**config.mk**
```make
export PLATFORM = sky130hd
export DESIGN_NAME = arcade_io_ports_shift_register
export DESIGN_NICKNAME = d
export VERILOG_FILES = /design/src/hw/rtl/aio_pkg.sv /design/src/hw/rtl/aio_core.sv /design/src/hw/rtl/arcade_io_ports_shift_register.sv
export SDC_FILE = /design/constraint.sdc
export NUM_CORES = 1
export LEC_CHECK = 0
export ABC_AREA = 1
export BUFFER_PORTS_ARGS = -buffer_cell sky130_fd_sc_hd__buf_2
export CORE_MARGIN = 2
export CORE_UTILIZATION = 62
export CTS_CLUSTER_DIAMETER = 60
export DETAILED_ROUTE_END_ITERATION = 10
export PLACE_DENSITY = 0.85
export SLEW_MARGIN = 5
export SYNTH_ARGS = -nofsm -noshare
export SYNTH_HDL_FRONTEND = slang
export SYNTH_SLANG_ARGS = --single-unit
export TNS_END_PERCENT = 100
```
**constraint.sdc**
```tcl
create_clock -name clk -period 5.1 [get_ports clk]
set_input_delay 1.53 -clock clk [delete_from_list [all_inputs] [get_ports clk]]
set_output_delay 1.53 -clock clk [all_outputs]
set_load 0.05 [all_outputs]
```
**src/hw/rtl/aio_pkg.sv**
```systemverilog
// shared types and constants for the arcade i/o port block
package aio_pkg;

  // operation codes
  localparam logic [1:0] OP_READ   = 2'd0;
  localparam logic [1:0] OP_WRITE  = 2'd1;
  localparam logic [1:0] OP_BUTTON = 2'd2;

  // read ports
  localparam logic [7:0] PORT_IN0       = 8'd0;
  localparam logic [7:0] PORT_IN1       = 8'd1;
  localparam logic [7:0] PORT_IN2       = 8'd2;
  localparam logic [7:0] PORT_SHIFT_OUT = 8'd3;

  // write ports
  localparam logic [7:0] PORT_SHIFT_COUNT = 8'd2;
  localparam logic [7:0] PORT_SOUND_ONE   = 8'd3;
  localparam logic [7:0] PORT_SHIFT_DATA  = 8'd4;
  localparam logic [7:0] PORT_SOUND_TWO   = 8'd5;

  // button word selectors
  localparam logic [7:0] PLAYER_ONE = 8'd1;
  localparam logic [7:0] PLAYER_TWO = 8'd2;

  localparam logic [2:0] SHIFT_COUNT_MASK  = 3'h7;
  localparam logic [7:0] SECOND_WORD_RESET = 8'h03;
  localparam logic [7:0] IN0_VALUE         = 8'd1;
  localparam logic [3:0] SHIFT_BASE        = 4'd8;

  typedef struct packed {
    logic [1:0] operation;
    logic [7:0] port;
    logic [7:0] write_data;
    logic [2:0] button_bit;
    logic       pressed;
  } item_t;

  typedef struct packed {
    logic [7:0] read_data;
    logic       loop_start;
    logic       loop_stop;
    logic [7:0] sound_triggers;
  } result_t;

endpackage

```
**src/hw/rtl/aio_core.sv**
```systemverilog
// port state registers and the per-access read, shift, button and edge logic
module aio_core (
  input  logic            clk,
  input  logic            rst,
  input  logic            fire,
  input  aio_pkg::item_t  item,
  output aio_pkg::result_t result
);

  logic [15:0] shift_word;
  logic [2:0]  shift_count;
  logic [7:0]  first_player_word;
  logic [7:0]  second_player_word;
  logic [7:0]  last_sound_one;
  logic [7:0]  last_sound_two;

  logic [15:0] shift_word_next;
  logic [2:0]  shift_count_next;
  logic [7:0]  first_player_word_next;
  logic [7:0]  second_player_word_next;
  logic [7:0]  last_sound_one_next;
  logic [7:0]  last_sound_two_next;

  logic [3:0]  shift_amount;
  logic [15:0] shifted;
  logic [7:0]  mask;
  logic [7:0]  rise_one;
  logic [7:0]  fall_one;
  logic [7:0]  rise_two;

  // shift by 8 - count, so 1 to 8 bits
  assign shift_amount = aio_pkg::SHIFT_BASE - {1'b0, shift_count};
  assign shifted      = shift_word >> shift_amount;
  assign mask         = 8'd1 << item.button_bit;
  assign rise_one     = item.write_data & ~last_sound_one;
  assign fall_one     = ~item.write_data & last_sound_one;
  assign rise_two     = item.write_data & ~last_sound_two;

  always_comb begin
    shift_word_next         = shift_word;
    shift_count_next        = shift_count;
    first_player_word_next  = first_player_word;
    second_player_word_next = second_player_word;
    last_sound_one_next     = last_sound_one;
    last_sound_two_next     = last_sound_two;
    result                  = '0;
    case (item.operation)
      aio_pkg::OP_READ: begin
        case (item.port)
          aio_pkg::PORT_IN0:       result.read_data = aio_pkg::IN0_VALUE;
          aio_pkg::PORT_IN1:       result.read_data = first_player_word;
          aio_pkg::PORT_IN2:       result.read_data = second_player_word;
          aio_pkg::PORT_SHIFT_OUT: result.read_data = shifted[7:0];
          default:                 result.read_data = '0;
        endcase
      end
      aio_pkg::OP_WRITE: begin
        case (item.port)
          aio_pkg::PORT_SOUND_ONE: begin
            result.loop_start     = rise_one[0];
            result.loop_stop      = fall_one[0];
            result.sound_triggers = {5'd0, rise_one[3:1]};
            last_sound_one_next   = item.write_data;
          end
          aio_pkg::PORT_SOUND_TWO: begin
            result.sound_triggers = {rise_two[4:0], 3'd0};
            last_sound_two_next   = item.write_data;
          end
          aio_pkg::PORT_SHIFT_COUNT: begin
            shift_count_next = item.write_data[2:0] & aio_pkg::SHIFT_COUNT_MASK;
          end
          aio_pkg::PORT_SHIFT_DATA: begin
            shift_word_next = {item.write_data, shift_word[15:8]};
          end
          default: ;
        endcase
      end
      aio_pkg::OP_BUTTON: begin
        if (item.port == aio_pkg::PLAYER_ONE) begin
          first_player_word_next = item.pressed ? (first_player_word | mask)
                                                : (first_player_word & ~mask);
        end else if (item.port == aio_pkg::PLAYER_TWO) begin
          second_player_word_next = item.pressed ? (second_player_word | mask)
                                                 : (second_player_word & ~mask);
        end
      end
      default: ;
    endcase
  end

  always_ff @(posedge clk) begin
    if (rst) begin
      shift_word         <= '0;
      shift_count        <= '0;
      first_player_word  <= '0;
      second_player_word <= aio_pkg::SECOND_WORD_RESET;
      last_sound_one     <= '0;
      last_sound_two     <= '0;
    end else if (fire) begin
      shift_word         <= shift_word_next;
      shift_count        <= shift_count_next;
      first_player_word  <= first_player_word_next;
      second_player_word <= second_player_word_next;
      last_sound_one     <= last_sound_one_next;
      last_sound_two     <= last_sound_two_next;
    end
  end

endmodule

```
**src/hw/rtl/arcade_io_ports_shift_register.sv**
```systemverilog
// top level of the arcade i/o port block: input register, port logic, result register
//
//  channel  | dir | tdata / tuser
//  ---------+-----+-------------------------------------------------------------
//  s_       | in  | tdata: port, write_data, button_bit, pressed; tuser: operation
//  m_       | out | tdata: read_data, loop_start, loop_stop, sound_triggers
//
//  each access passes the input register and then the result register; one
//  transfer per cycle is sustained in both directions while m_tready is high
//  reset clears both valid flags and puts the port state to its power-up values
//  a stall on m_ holds the result; the input register then fills and s_tready
//  drops until the result register is free again
module arcade_io_ports_shift_register (
  input  logic        clk,
  input  logic        rst,
  input  logic        s_tvalid,
  output logic        s_tready,
  // [7:0] port, [15:8] write_data, [18:16] button_bit, [19] pressed, rest zero
  input  logic [23:0] s_tdata,
  // [1:0] operation
  input  logic [1:0]  s_tuser,
  output logic        m_tvalid,
  input  logic        m_tready,
  // [7:0] read_data, [8] loop_start, [9] loop_stop, [17:10] sound_triggers, rest zero
  output logic [23:0] m_tdata
);

  aio_pkg::item_t   in_item;
  logic             in_valid;
  aio_pkg::result_t core_result;
  aio_pkg::result_t out_result;
  logic             out_free;
  logic             advance;

  // result register can take a new value when empty or being drained
  assign out_free = !m_tvalid || m_tready;
  // the held item moves into the result register and updates port state
  assign advance  = in_valid && out_free;
  assign s_tready = !in_valid || out_free;

  // input register
  always_ff @(posedge clk) begin
    if (rst) begin
      in_valid <= 1'b0;
    end else if (s_tready) begin
      in_valid <= s_tvalid;
    end
  end

  always_ff @(posedge clk) begin
    if (s_tready && s_tvalid) begin
      in_item.operation  <= s_tuser;
      in_item.port       <= s_tdata[7:0];
      in_item.write_data <= s_tdata[15:8];
      in_item.button_bit <= s_tdata[18:16];
      in_item.pressed    <= s_tdata[19];
    end
  end

  aio_core u_core (
    .clk    (clk),
    .rst    (rst),
    .fire   (advance),
    .item   (in_item),
    .result (core_result)
  );

  // result register
  always_ff @(posedge clk) begin
    if (rst) begin
      m_tvalid <= 1'b0;
    end else if (out_free) begin
      m_tvalid <= in_valid;
    end
  end

  always_ff @(posedge clk) begin
    if (advance) begin
      out_result <= core_result;
    end
  end

  assign m_tdata = {6'd0, out_result.sound_triggers, out_result.loop_stop,
                    out_result.loop_start, out_result.read_data};

`ifndef ASSERT_OFF
  // a loop sound cannot start and stop on the same transfer
  a_start_stop_excl: assert property (@(posedge clk) disable iff (rst)
    m_tvalid |-> !(out_result.loop_start && out_result.loop_stop))
    else $error("loop start and stop both set");

  // read data and sound fields come from different operations
  a_read_or_sound: assert property (@(posedge clk) disable iff (rst)
    m_tvalid && (out_result.read_data != 8'd0) |->
      (out_result.sound_triggers == 8'd0) && !out_result.loop_start && !out_result.loop_stop)
    else $error("read data and sound fields both active");

  // a held item is not dropped while the result side stalls
  a_hold_item: assert property (@(posedge clk) disable iff (rst)
    in_valid && m_tvalid && !m_tready |=> in_valid && m_tvalid)
    else $error("pending item lost during stall");

  // input is refused only when both registers are full
  a_ready_full: assert property (@(posedge clk) disable iff (rst)
    !s_tready |-> in_valid && m_tvalid)
    else $error("input refused with free register");
`endif

endmodule

```
=== Yosys cells after proc, flatten, opt, wreduce, memory -nomap -nowiden ===
Cells that the tools add are included.

* ROM bits: 0
* Bits of input ports: 30
* Word-level logic and storage cells: 58
* RAM bits: 0
* Latch bits: 0
* Register bits after elaboration: 86
* Memories: 0

* Reductions and logical operators: 15
* Bitwise gates (word level): 12
* Multiplexer cells: 4
* Divide/modulo/power cells: 0
* Equality and inequality tests: 7
* Shift operators: 2
* Add/subtract/negate cells: 1
* $mul: 0
* Magnitude comparators: 0

{| class="wikitable"
|+ Operators with widths
! operator !! count
|-
| one-hot mux 8 bit (4 select lines) || 1
|-
| AND 8 bit || 2
|-
| == test 8 x 2 -> 1 bit, second input constant || 2
|-
| == test 8 x 3 -> 1 bit, second input constant || 2
|-
| two-way mux 8 bit || 2
|-
| bitwise OR 8 bit || 2
|-
| one-hot mux 8 bit (2 select lines) || 1
|-
| >> shifter 16 x 4 -> 8 bit || 1
|-
| AND reduction 3 bit || 5
|-
| == test 8 x 1 -> 1 bit, second input constant || 1
|-
| zero test 8 bit || 1
|-
| inverter 8 bit || 1
|-
| left shift 1 x 3 -> 8 bit, first input constant || 1
|-
| AND 5 bit || 1
|-
| inverter 5 bit || 1
|-
| AND 4 bit || 1
|-
| inverter 4 bit || 1
|-
| AND reduction 4 bit || 1
|-
| subtractor 4 x 3 -> 4 bit, first input constant || 1
|-
| == test 2 x 1 -> 1 bit, second input constant || 1
|-
| == test 2 bit, second input constant || 1
|-
| logical AND 1 bit || 2
|-
| zero test 1 bit || 2
|-
| zero test 2 bit || 1
|-
| 4 further kinds || 6
|}

=== Logic depth before layout (Yosys ltp) ===
Gate-level depths: netlist of the first run.

* Word-level depth: 4
* Gate-level depth with buffers: 14
* Mapped depth without buffers: 11

=== Cells and area by module ===
From an unflattened synthesis of the first run, not the netlist that was laid out.

* Cells, all modules: 525
* Area total of the unflattened synthesis: 4127.7 um^2

{| class="wikitable"
|+ By module, submodules not included
! module !! area each (um^2) !! instances !! cells an instance
|-
| aio_core || 2786.4 || 1 || 466
|-
| arcade_io_ports_shift_register || 1341.3 || 1 || 59
|}

=== Worst setup path before layout of the first run ===
OpenSTA, ideal clock, no wires.

* Kind: input -> output
* Start: input port m_tready
* End: output port s_tready
* Stages on the path: 2
* Setup slack: 1.562 ns
* Data arrival time: 2.008 ns
* Cells stage by stage: inv_1 > nand3_1

* Word-level cells in the longest chain between the ends: 2

{| class="wikitable"
|+ RTL lines
! element !! line !! RTL
|-
| start, declared || arcade_io_ports_shift_register.sv:23 || <nowiki>input logic m_tready,</nowiki>
|-
| logical OR 1 bit || arcade_io_ports_shift_register.sv:36 || <nowiki>assign out_free = !m_tvalid || m_tready;</nowiki>
|-
| logical OR 1 bit || arcade_io_ports_shift_register.sv:39 || <nowiki>assign s_tready = !in_valid || out_free;</nowiki>
|-
| end, declared || arcade_io_ports_shift_register.sv:17 || <nowiki>output logic s_tready,</nowiki>
|}

No other way between the ends.

=== Final worst setup path of the first run ===
Same ends and word-level chain as after synthesis.

==> results.sh, run 1 <==
export IMPL_initial_core_util=0.6385
export IMPL_yosysWarnings=0
export IMPL_placed_cell_area_um2=4516
export IMPL_start_kind="primary input"
export IMPL_rows=30
export IMPL_fillerInstances=557
export IMPL_crit_top_cell="buf_2"
export IMPL_critPathRequiredTime_ns=3.57
export IMPL_drv_cap=0
export IMPL_place_inst=672
export IMPL_grt_max_degree=28
export IMPL_cp_end_kind="output pin"
export IMPL_dp_hpwl_um=6603
export IMPL_netlist_instances=553
export IMPL_hold_buffers=0
export IMPL_period_needed_ns=3.566
export IMPL_ant_nets=0
export IMPL_slew_headroom=0.4394
export IMPL_cts_root_buf="clkbuf_8"
export IMPL_htreeDepth=3
export IMPL_clk_latency_ns=0.37
export IMPL_ir_drop_uv=206.3
export IMPL_syn_avg_cell_area_um2=7.844
export IMPL_num_nets_final=618
export IMPL_numCtsBuffers=9
export IMPL_cts_resized_gates=0
export IMPL_wl_per_cell_um=13.42
export IMPL_crit_fanout=3
export IMPL_gp_congestion=0.9111
export IMPL_fin_setup_tns_ns=0
export IMPL_final_cells=688
export IMPL_ioPinCount=56
export IMPL_worst_slack_ns=1.534
export IMPL_p_per_area_nw_per_um2=280.4
export IMPL_fp_dieW_um=87.65
export IMPL_slew_viol_final=0
export IMPL_min_path_type="reg2reg"
export IMPL_clock_sinks=86
export IMPL_place_ws_ns=1.537
export IMPL_crit_slowest_cell="buf_2"
export IMPL_post_route_util=0.6928
export IMPL_antenna_found_initial=0
export IMPL_worstSetupPathType="in2out"
export IMPL_area_growth_pct=8.509
export IMPL_dieArea_um2=7682
export IMPL_diodes=0
export IMPL_worstPathArrival_ns=2.04
export IMPL_ys_seq_area_frac=0.4892
export IMPL_fmax_mhz=280.4
export IMPL_portBuffers=45
export IMPL_leakage_nw=1.925
export IMPL_drc=0
export IMPL_avgViaCountPerCell=5.561
export IMPL_tightest_slew_ns=0.8399
export IMPL_wl_um=9234
export IMPL_synth_cell_type_count=30
export IMPL_multi_input_area_um2=1784
export IMPL_setup_viol=0
export IMPL_drtIter0Drc=271
export IMPL_postCtsSetupBuffers=0
export IMPL_grt_pass1_vias=3443
export IMPL_outcome="finished clean"
export IMPL_hold_viol=0
export IMPL_cp_cell_sequence="buf_2 -> inv_1 -> nand3_1 -> buf_2"
export IMPL_ys_seq_elements=86
export IMPL_gr_total_overflow=0
export IMPL_clkTransAtPathRegs_ns=0.08
export IMPL_register_area_um2=2122
export IMPL_cts_tree="built"
export IMPL_fin_crit_sh=0.6992
export IMPL_final_cell_mix="nand2_1, nand3_1, inv_1, nor2_1, dfxtp_1"
export IMPL_grt_use_total=0.2571
export IMPL_layout_commonest_cell="nand2_1"
export IMPL_core_um2=6794
export IMPL_firstDrtPassIters=5
export IMPL_cts_max_path_buffers=2
export IMPL_final_area_um2=4707
export IMPL_cpPeakStageDelay_ns=0.23
export IMPL_vias=3826
export IMPL_rsz0062_at_grt="false"
export IMPL_grt_pass1_wl_um=15390
export IMPL_drive_gt1_frac=0.1486
export IMPL_clock_skew_ns=0.009935
export IMPL_die_h_um=87.65
export IMPL_netlist_area_um2=4338
logic make-up after synthesis:
| group | Yosys count | share of synthesized area |
|---|---|---|
| and+or+nand+nor | 308 | 0.3305 |
| buffers and inverters | 96 | 0.1038 |
| DFF | 86 | 0.4892 |
| AOI/OAI and AO/OA | 61 | 0.07268 |
| adders and majority gates | 1 | 0.002884 |
| other | 1 | 0.0008645 |
synthesized netlist by cell type (all sizes together):
| master | instances | share of area |
|---|---|---|
| o21ai | 28 | 0.032 |
| nand3 | 68 | 0.088 |
| edfxtp | 40 | 0.28 |
| nand2 | 139 | 0.12 |
| buf | 21 | 0.038 |
| dfxtp | 46 | 0.21 |
| ha | 1 | 0.0029 |
| nor2 | 67 | 0.070 |
| or3 | 1 | 0.0026 |
| conb | 1 | 0.00086 |
| nand4 | 13 | 0.020 |
| and3 | 1 | 0.0014 |
| inv | 69 | 0.061 |
| clkbuf | 6 | 0.0052 |
| a21oi | 29 | 0.033 |
| nor3 | 9 | 0.010 |
| nor4 | 10 | 0.014 |
| a211oi | 4 | 0.0069 |
final timing paths:
check / cells after the start / end / slack, ns / from
worst max-delay path: 4 / s_tready / 1.53 / m_tready
worst min-delay path: 2 / flop / 0.46 / flop
worst max register to register: 10 / m_tdata[6] / 2.28 / u_core.shift_count[0]
worst min register to register: 2 / flop / 0.46 / flop
layout make-up:
| class | count | share of cell area |
|---|---|---|
| clock inverter | 6 | 0.01356 |
| inverter | 69 | 0.05609 |
| sequential | 86 | 0.4508 |
| timing repair buffer | 45 | 0.04785 |
| multi-input combinational | 376 | 0.3791 |
| tap | 96 | 0.02552 |
| clock buffer | 10 | 0.02711 |
critical path: cells and delay by family:
family        cells  cell delay, ns
simple gates      1            0.11
buf+inv           3            0.39
report_power, final:
part,internal [mW],switching (mW),total (mW)
Combinational,0.0188,0.0731,0.0920
Clock,0.226,0.250,0.476
Sequential,0.739,0.0127,0.752
layer usage:
layer / GRT usage / vias up / share of wire
met2: 0.4167 / 142 / 0.48
met5: 0 / - / 0
li1: - / 1873 / -
met4: 0.1245 / 0 / 0.024
met3: 0.04618 / 24 / 0.066
met1: 0.3341 / 1787 / 0.43
stage by stage:
| stage | power, mW | hold slack (ns) |
|---|---|---|
| after detailed placement | 0.8590 | 0.4448 |
| after CTS | 1.319 | 0.4662 |
| after global routing | 1.351 | 0.4908 |
| after global placement | 0.8557 | 0.4396 |
| final | 1.320 | 0.4647 |
| after floorplan | 0.8360 | 0.4284 |
Power figures use the tool's default switching activity.
==> run 2: changes to the inputs <==
--- a/config.mk
+++ b/config.mk
@@ -8,10 +8,10 @@
 export ABC_AREA = 1
 export BUFFER_PORTS_ARGS = -buffer_cell sky130_fd_sc_hd__buf_2
 export CORE_MARGIN = 2
-export CORE_UTILIZATION = 62
+export CORE_UTILIZATION = 58
 export CTS_CLUSTER_DIAMETER = 60
 export DETAILED_ROUTE_END_ITERATION = 10
-export PLACE_DENSITY = 0.85
+export PLACE_DENSITY = 0.8
 export SLEW_MARGIN = 5
 export SYNTH_ARGS = -nofsm -noshare
 export SYNTH_HDL_FRONTEND = slang
==> constraint.sdc (replaced) <==
create_clock -name clk -period 3.7 [get_ports clk]
set_input_delay 1.11 -clock clk [delete_from_list [all_inputs] [get_ports clk]]
set_output_delay 1.11 -clock clk [all_outputs]
set_load 0.05 [all_outputs]
==> run 2 against run 1 <==
  * Clock power grew 32%
  * Critical path depth unchanged
  * Wire length is 1.3% higher
  * Register-to-register slack worse by 0.91 ns
  * Worst setup slack got worse by 0.55 ns
  * Highest routed layer unchanged
==> results.sh, run 2 (synthesized netlist as in run 1, its figures left out) <==
export IMPL_drtIter0Drc=243
export IMPL_period_needed_ns=2.719
export IMPL_drv_cap=0
export IMPL_portBuffers=45
export IMPL_gp_congestion=0.9017
export IMPL_cts_max_path_buffers=2
export IMPL_cts_tree="built"
export IMPL_whs_path_depth=2
export IMPL_tightest_slew_ns=0.8289
export IMPL_cp_end_kind="output pin"
export IMPL_die_h_um=90.48
export IMPL_postCtsSetupBuffers=0
export IMPL_grt_use_total=0.2383
export IMPL_final_cell_mix="nand2_1, nand3_1, inv_1, nor2_1, dfxtp_1"
export IMPL_intPower_mw=1.334
export IMPL_clk_latency_ns=0.36
export IMPL_clkTransAtPathRegs_ns=0.08
export IMPL_register_area_um2=2122
export IMPL_dieArea_um2=8187
export IMPL_ir_drop_uv=362.0
export IMPL_core_um2=7253
export IMPL_fp_dieW_um=90.48
export IMPL_fillerInstances=645
export IMPL_crit_fanout=3
export IMPL_p_sw_mw=0.4569
export IMPL_fin_setup_tns_ns=0
export IMPL_rsz0062_at_grt="false"
export IMPL_seq_power_share=0.578
export IMPL_hold_buffers=0
export IMPL_outcome="finished clean"
export IMPL_avgViaCountPerCell=5.399
export IMPL_dp_hpwl_um=6626
export IMPL_grt_max_degree=28
export IMPL_swShare=0.2552
export IMPL_holdWs_ns=0.4651
export IMPL_post_route_util=0.6519
export IMPL_initial_core_util=0.5981
export IMPL_clockPowerShare=0.350
export IMPL_leakage_nw=1.939
export IMPL_num_nets_final=621
export IMPL_start_kind="primary input"
export IMPL_fin_crit_sh=0.7349
export IMPL_grt_pass1_vias=3493
export IMPL_critPathRequiredTime_ns=2.59
export IMPL_setup_viol=0
export IMPL_slew_viol_final=0
export IMPL_worst_r2r_setup_slack_ns=1.37
export IMPL_vias=3747
export IMPL_ioPinCount=56
export IMPL_gr_total_overflow=0
export IMPL_rows=31
export IMPL_drive_gt1_frac=0.1529
export IMPL_diodes=0
export IMPL_wl_per_cell_um=13.48
export IMPL_clock_sinks=86
export IMPL_slew_headroom=0.4468
export IMPL_cts_root_buf="clkbuf_8"
export IMPL_htreeDepth=3
export IMPL_p_per_area_nw_per_um2=378.7
export IMPL_cts_resized_gates=0
export IMPL_reg2reg_depth=11
export IMPL_layout_commonest_cell="nand2_1"
export IMPL_final_area_um2=4728
export IMPL_grt_pass1_wl_um=15720
export IMPL_clock_skew_ns=0.01318
export IMPL_multi_input_area_um2=1784
export IMPL_min_path_type="reg2reg"
export IMPL_p_comb_frac=0.072
export IMPL_firstDrtPassIters=4
export IMPL_ant_nets=0
export IMPL_drc=0
export IMPL_hold_viol=0
export IMPL_placed_cell_area_um2=4542
export IMPL_worstSetupPathType="in2out"
export IMPL_wl_um=9354
export IMPL_worstPathArrival_ns=1.61
export IMPL_fmax_mhz=367.8
export IMPL_area_growth_pct=8.999
export IMPL_antenna_found_initial=0
export IMPL_numCtsBuffers=9
run 2: worst paths after layout:
check	endpoint	from
worst max-delay path	s_tready	m_tready
worst min-delay path	u_core.last_sound_one[3]	u_core.last_sound_one[3]
worst max register to register	m_tdata[4]	u_core.shift_count[0]
worst min register to register	u_core.last_sound_one[3]	u_core.last_sound_one[3]
run 2: metrics by stage:
step / total power [mW] / instances / setup WS (ns)
2_1_floorplan: 1.152 / 558 / 1.002
3_3_place_gp: 1.181 / 678 / 0.9933
3_5_place_dp: 1.184 / 678 / 0.9836
4_1_cts: 1.795 / 694 / 0.9813
5_1_grt: 1.849 / 694 / 0.9361
6_report: 1.790 / 694 / 0.9808
run 2: area by class of cell:
class | instances | share of cell area
multi-input cells | 376 | 0.3773
clock inverters | 4 | 0.006351
clock buffers | 12 | 0.03308
inverters | 69 | 0.05583
flip-flops and latches | 86 | 0.4488
repair buffers | 48 | 0.05239
well taps | 99 | 0.02620
run 2: routing by layer:
| layer | vias to the layer above | part of all wire | track usage |
|---|---|---|---|
| met2 | 123 | 0.47 | 0.3887 |
| met1 | 1723 | 0.46 | 0.3140 |
| met4 | 0 | 0.019 | 0.08846 |
| met5 | - | 0 | 0 |
| met3 | 17 | 0.049 | 0.04925 |
| li1 | 1884 | - | - |
run 2: power by group through the flow:
stage	registers, mW	logic (mW)	clock network (mW)
after floorplan	1.08	0.0695	0
after global placement	1.06	0.124	0
after detailed placement	1.06	0.127	0
after CTS	1.04	0.128	0.632
after global routing	1.04	0.137	0.673
final	1.04	0.128	0.627
run 2: critical path: stages:
cell and delay (ns):
buf_2 0.10, inv_1 0.07, nand3_1 0.10, buf_2 0.23
==> run 3: changes to the inputs <==
--- a/config.mk
+++ b/config.mk
@@ -5,7 +5,7 @@
 export SDC_FILE = /design/constraint.sdc
 export NUM_CORES = 1
 export LEC_CHECK = 0
-export ABC_AREA = 1
+export ABC_AREA = 0
 export BUFFER_PORTS_ARGS = -buffer_cell sky130_fd_sc_hd__buf_2
 export CORE_MARGIN = 2
 export CORE_UTILIZATION = 58
==> constraint.sdc (replaced) <==
create_clock -name clk -period 2.7 [get_ports clk]
set_input_delay 0.81 -clock clk [delete_from_list [all_inputs] [get_ports clk]]
set_output_delay 0.81 -clock clk [all_outputs]
set_load 0.05 [all_outputs]
==> run 3 against run 2 <==
  * Final area up 0.87%
  * Non-clock buffer count up 12
  * Clock-buffer cell count down 3
  * Synthesized cell count down 29%
  * Largest cell class unchanged
  * Critical path type is now reg2reg
  * Wire length down 5.7%
  * First-iteration DRC count up 51%
  * Via count down 15%
  * Sequential share of layout area down 0.39 points
  * Clock power up 42%
  * Power up 39%
  * Global-route usage down 0.16 points
  * Critical path depth up 4
==> results.sh, run 3 <==
export IMPL_fin_crit_sh=0.9100
export IMPL_vias=3197
export IMPL_grt_pass1_vias=2984
export IMPL_leakage_nw=1.769
export IMPL_crit_fanout=7
export IMPL_drc=0
export IMPL_core_um2=7137
export IMPL_cts_root_buf="clkbuf_8"
export IMPL_final_cell_mix="nand2_1, dfxtp_1, buf_2, edfxtp_1, a21oi_1"
export IMPL_wl_per_cell_um=16.10
export IMPL_min_path_type="reg2reg"
export IMPL_numCtsBuffers=9
export IMPL_min_from="u_core.shift_word[1]"
export IMPL_drtIter0Drc=366
export IMPL_fmax_mhz=407.0
export IMPL_synthTopCellsByArea="edfxtp_1, dfxtp_1, mux2i_1"
export IMPL_drive_gt1_frac=0.2227
export IMPL_initial_core_util=0.5917
export IMPL_rows=31
export IMPL_period_needed_ns=2.457
export IMPL_dieArea_um2=7979
export IMPL_clk_latency_ns=0.38
export IMPL_reg2reg_depth=8
export IMPL_synth_edf_count=40
export IMPL_intPower_mw=1.805
export IMPL_wl_um=8823
export IMPL_start_kind="flop"
export IMPL_ys_seq_area_frac=0.5025
export IMPL_hold_path_endpoint="u_core.shift_word[1]"
export IMPL_drv_cap=0
export IMPL_netlist_instances=395
export IMPL_cts_max_path_buffers=2
export IMPL_clock_skew_ns=0.01273
export IMPL_synth_top_area_share=0.2844
export IMPL_grt_use_total=0.2367
export IMPL_whs_path_depth=2
export IMPL_slew_viol_final=0
export IMPL_p_comb_frac=0.069
export IMPL_place_inst=532
export IMPL_hold_buffers=0
export IMPL_worst_slack_ns=0.2429
export IMPL_reg2reg_to="m_tdata[0]"
export IMPL_syn_avg_cell_area_um2=10.69
export IMPL_setup_viol=0
export IMPL_clkTransAtPathRegs_ns=0.09
export IMPL_fin_setup_tns_ns=0
export IMPL_clockPowerShare=0.358
export IMPL_synth_top_area_cell="edfxtp_1"
export IMPL_netlist_area_um2=4223
export IMPL_diodes=0
export IMPL_rsz0062_at_grt="false"
export IMPL_area_growth_pct=12.95
export IMPL_ioPinCount=56
export IMPL_async_flop_share=0
export IMPL_p_sw_mw=0.6813
export IMPL_slew_headroom=0.3746
export IMPL_yosysWarnings=0
export IMPL_tightest_slew_ns=0.9382
export IMPL_hold_viol=0
export IMPL_portBuffers=45
export IMPL_place_ws_ns=0.2602
export IMPL_avgViaCountPerCell=5.834
export IMPL_postCtsSetupBuffers=0
export IMPL_synthFlopType="dfxtp_1"
export IMPL_cts_resized_gates=0
export IMPL_grt_pass1_wl_um=14330
export IMPL_synth_cell_type_count=53
export IMPL_clock_sinks=86
export IMPL_worstSetupPathType="reg2reg"
export IMPL_ys_seq_elements=86
export IMPL_grt_max_degree=47
export IMPL_num_nets_final=475
export IMPL_die_h_um=89.33
export IMPL_worst_r2r_setup_slack_ns=0.24
export IMPL_fillerInstances=568
export IMPL_outcome="finished clean"
export IMPL_worstPathArrival_ns=2.57
export IMPL_final_cells=548
export IMPL_firstDrtPassIters=5
export IMPL_dp_hpwl_um=6244
export IMPL_ant_nets=0
export IMPL_seq_power_share=0.573
export IMPL_cts_tree="built"
export IMPL_p_per_area_nw_per_um2=521.3
export IMPL_ir_drop_uv=387.5
export IMPL_antenna_found_initial=0
export IMPL_gr_total_overflow=0
export IMPL_gp_congestion=0.8995
export IMPL_cp_end_kind="flop"
export IMPL_fp_dieW_um=89.33
export IMPL_htreeDepth=3
export IMPL_critPathRequiredTime_ns=2.82
export IMPL_swShare=0.2740
export IMPL_synth_commonest_cells="dfxtp_1, nand2_1, edfxtp_1, a21oi_1"
export IMPL_r2r_start="u_core.shift_count[0]"
==> run 3: cell types whose count changed in the layout (fill, tap and decap cells not counted), sizes merged, moves of 12 or more <==
cell,before,now
nand3,68,7
o21ai,28,7
nand2,139,47
buf,48,60
a21boi,0,13
inv,70,13
nor2,67,25
o21ba,0,12
mux2i,0,25
==> run 3: layer usage <==
| metal | vias to the layer above | routed length (µm) | global-route usage |
|---|---|---|---|
| met5 | - | 0 | 0 |
| met4 | 0 | 180 | 0.08820 |
| met3 | 16 | 476 | 0.06002 |
| met2 | 132 | 4227 | 0.3643 |
| met1 | 1506 | 3938 | 0.3244 |
| li1 | 1543 | - | - |
==> run 3: worst max-delay path, stage by stage, from the launching register on <==
cell and delay, ns:
dfxtp_1 0.34, inv_1 0.13, ha_1 0.44, buf_4 0.19, mux2_2 0.38, o22ai_1 0.19
o32ai_1 0.11, a221oi_1 0.35, nor2_1 0.09
==> run 3: area by class of cell <==
cell class,instances,area [µm²],area share
repair buffers,60,350.3,0.07345
clock inverters,7,68.82,0.01443
clock buffers,9,123.9,0.02597
well taps,99,123.9,0.02597
flip-flops and latches,86,2122,0.4449
inverters,7,26.28,0.005509
multi-input cells,280,1954,0.4098
==> run 3: logic make-up (layout without fill, tap and decap cells) <==
group | Yosys count | after routing | synth area share
AO/OA/AOI/OAI | 91 | 91 | 0.1538
multiplexers | 34 | 34 | 0.08859
AND/OR/NAND/NOR | 147 | 147 | 0.2083
flip-flops | 86 | 86 | 0.5025
buffers and inverters | 34 | 83 | 0.03911
adder cells (fa/ha/maj) | 1 | 1 | 0.002962
other | 1 | 6 | 0.0008880
XOR/XNOR | 1 | 1 | 0.003853
==> run 3: worst max path at each step <==
stage / end / slack (ns) / from
3_5_place_dp: m_tdata[0] / 0.26 / u_core.shift_count[0]
4_1_cts: m_tdata[0] / 0.26 / u_core.shift_count[0]
2_1_floorplan: m_tdata[0] / 0.16 / u_core.shift_count[0]
6_report: m_tdata[0] / 0.24 / u_core.shift_count[0]
5_1_grt: m_tdata[4] / 0.05 / u_core.shift_count[0]
3_3_place_gp: m_tdata[0] / 0.34 / u_core.shift_count[0]
==> run 3: stage by stage <==
stage	total power, mW	area [µm²]	utilization	hold slack [ns]
3_3_place_gp	1.622	4577	0.6413	0.4373
5_1_grt	2.572	4770	0.6683	0.5015
2_1_floorplan	1.580	4242	-	0.4273
3_5_place_dp	1.626	4577	0.6413	0.4497
6_report	2.486	4770	0.6683	0.4632
4_1_cts	2.503	4770	0.6683	0.4640
==> run 3: power groups by stage <==
stage	sequential [mW]	combinational, mW	clock [mW]
after floorplan	1.49	0.0857	0
after global placement	1.45	0.169	0
after detailed placement	1.45	0.171	0
after CTS	1.42	0.171	0.907
after global routing	1.43	0.182	0.959
final	1.43	0.171	0.890
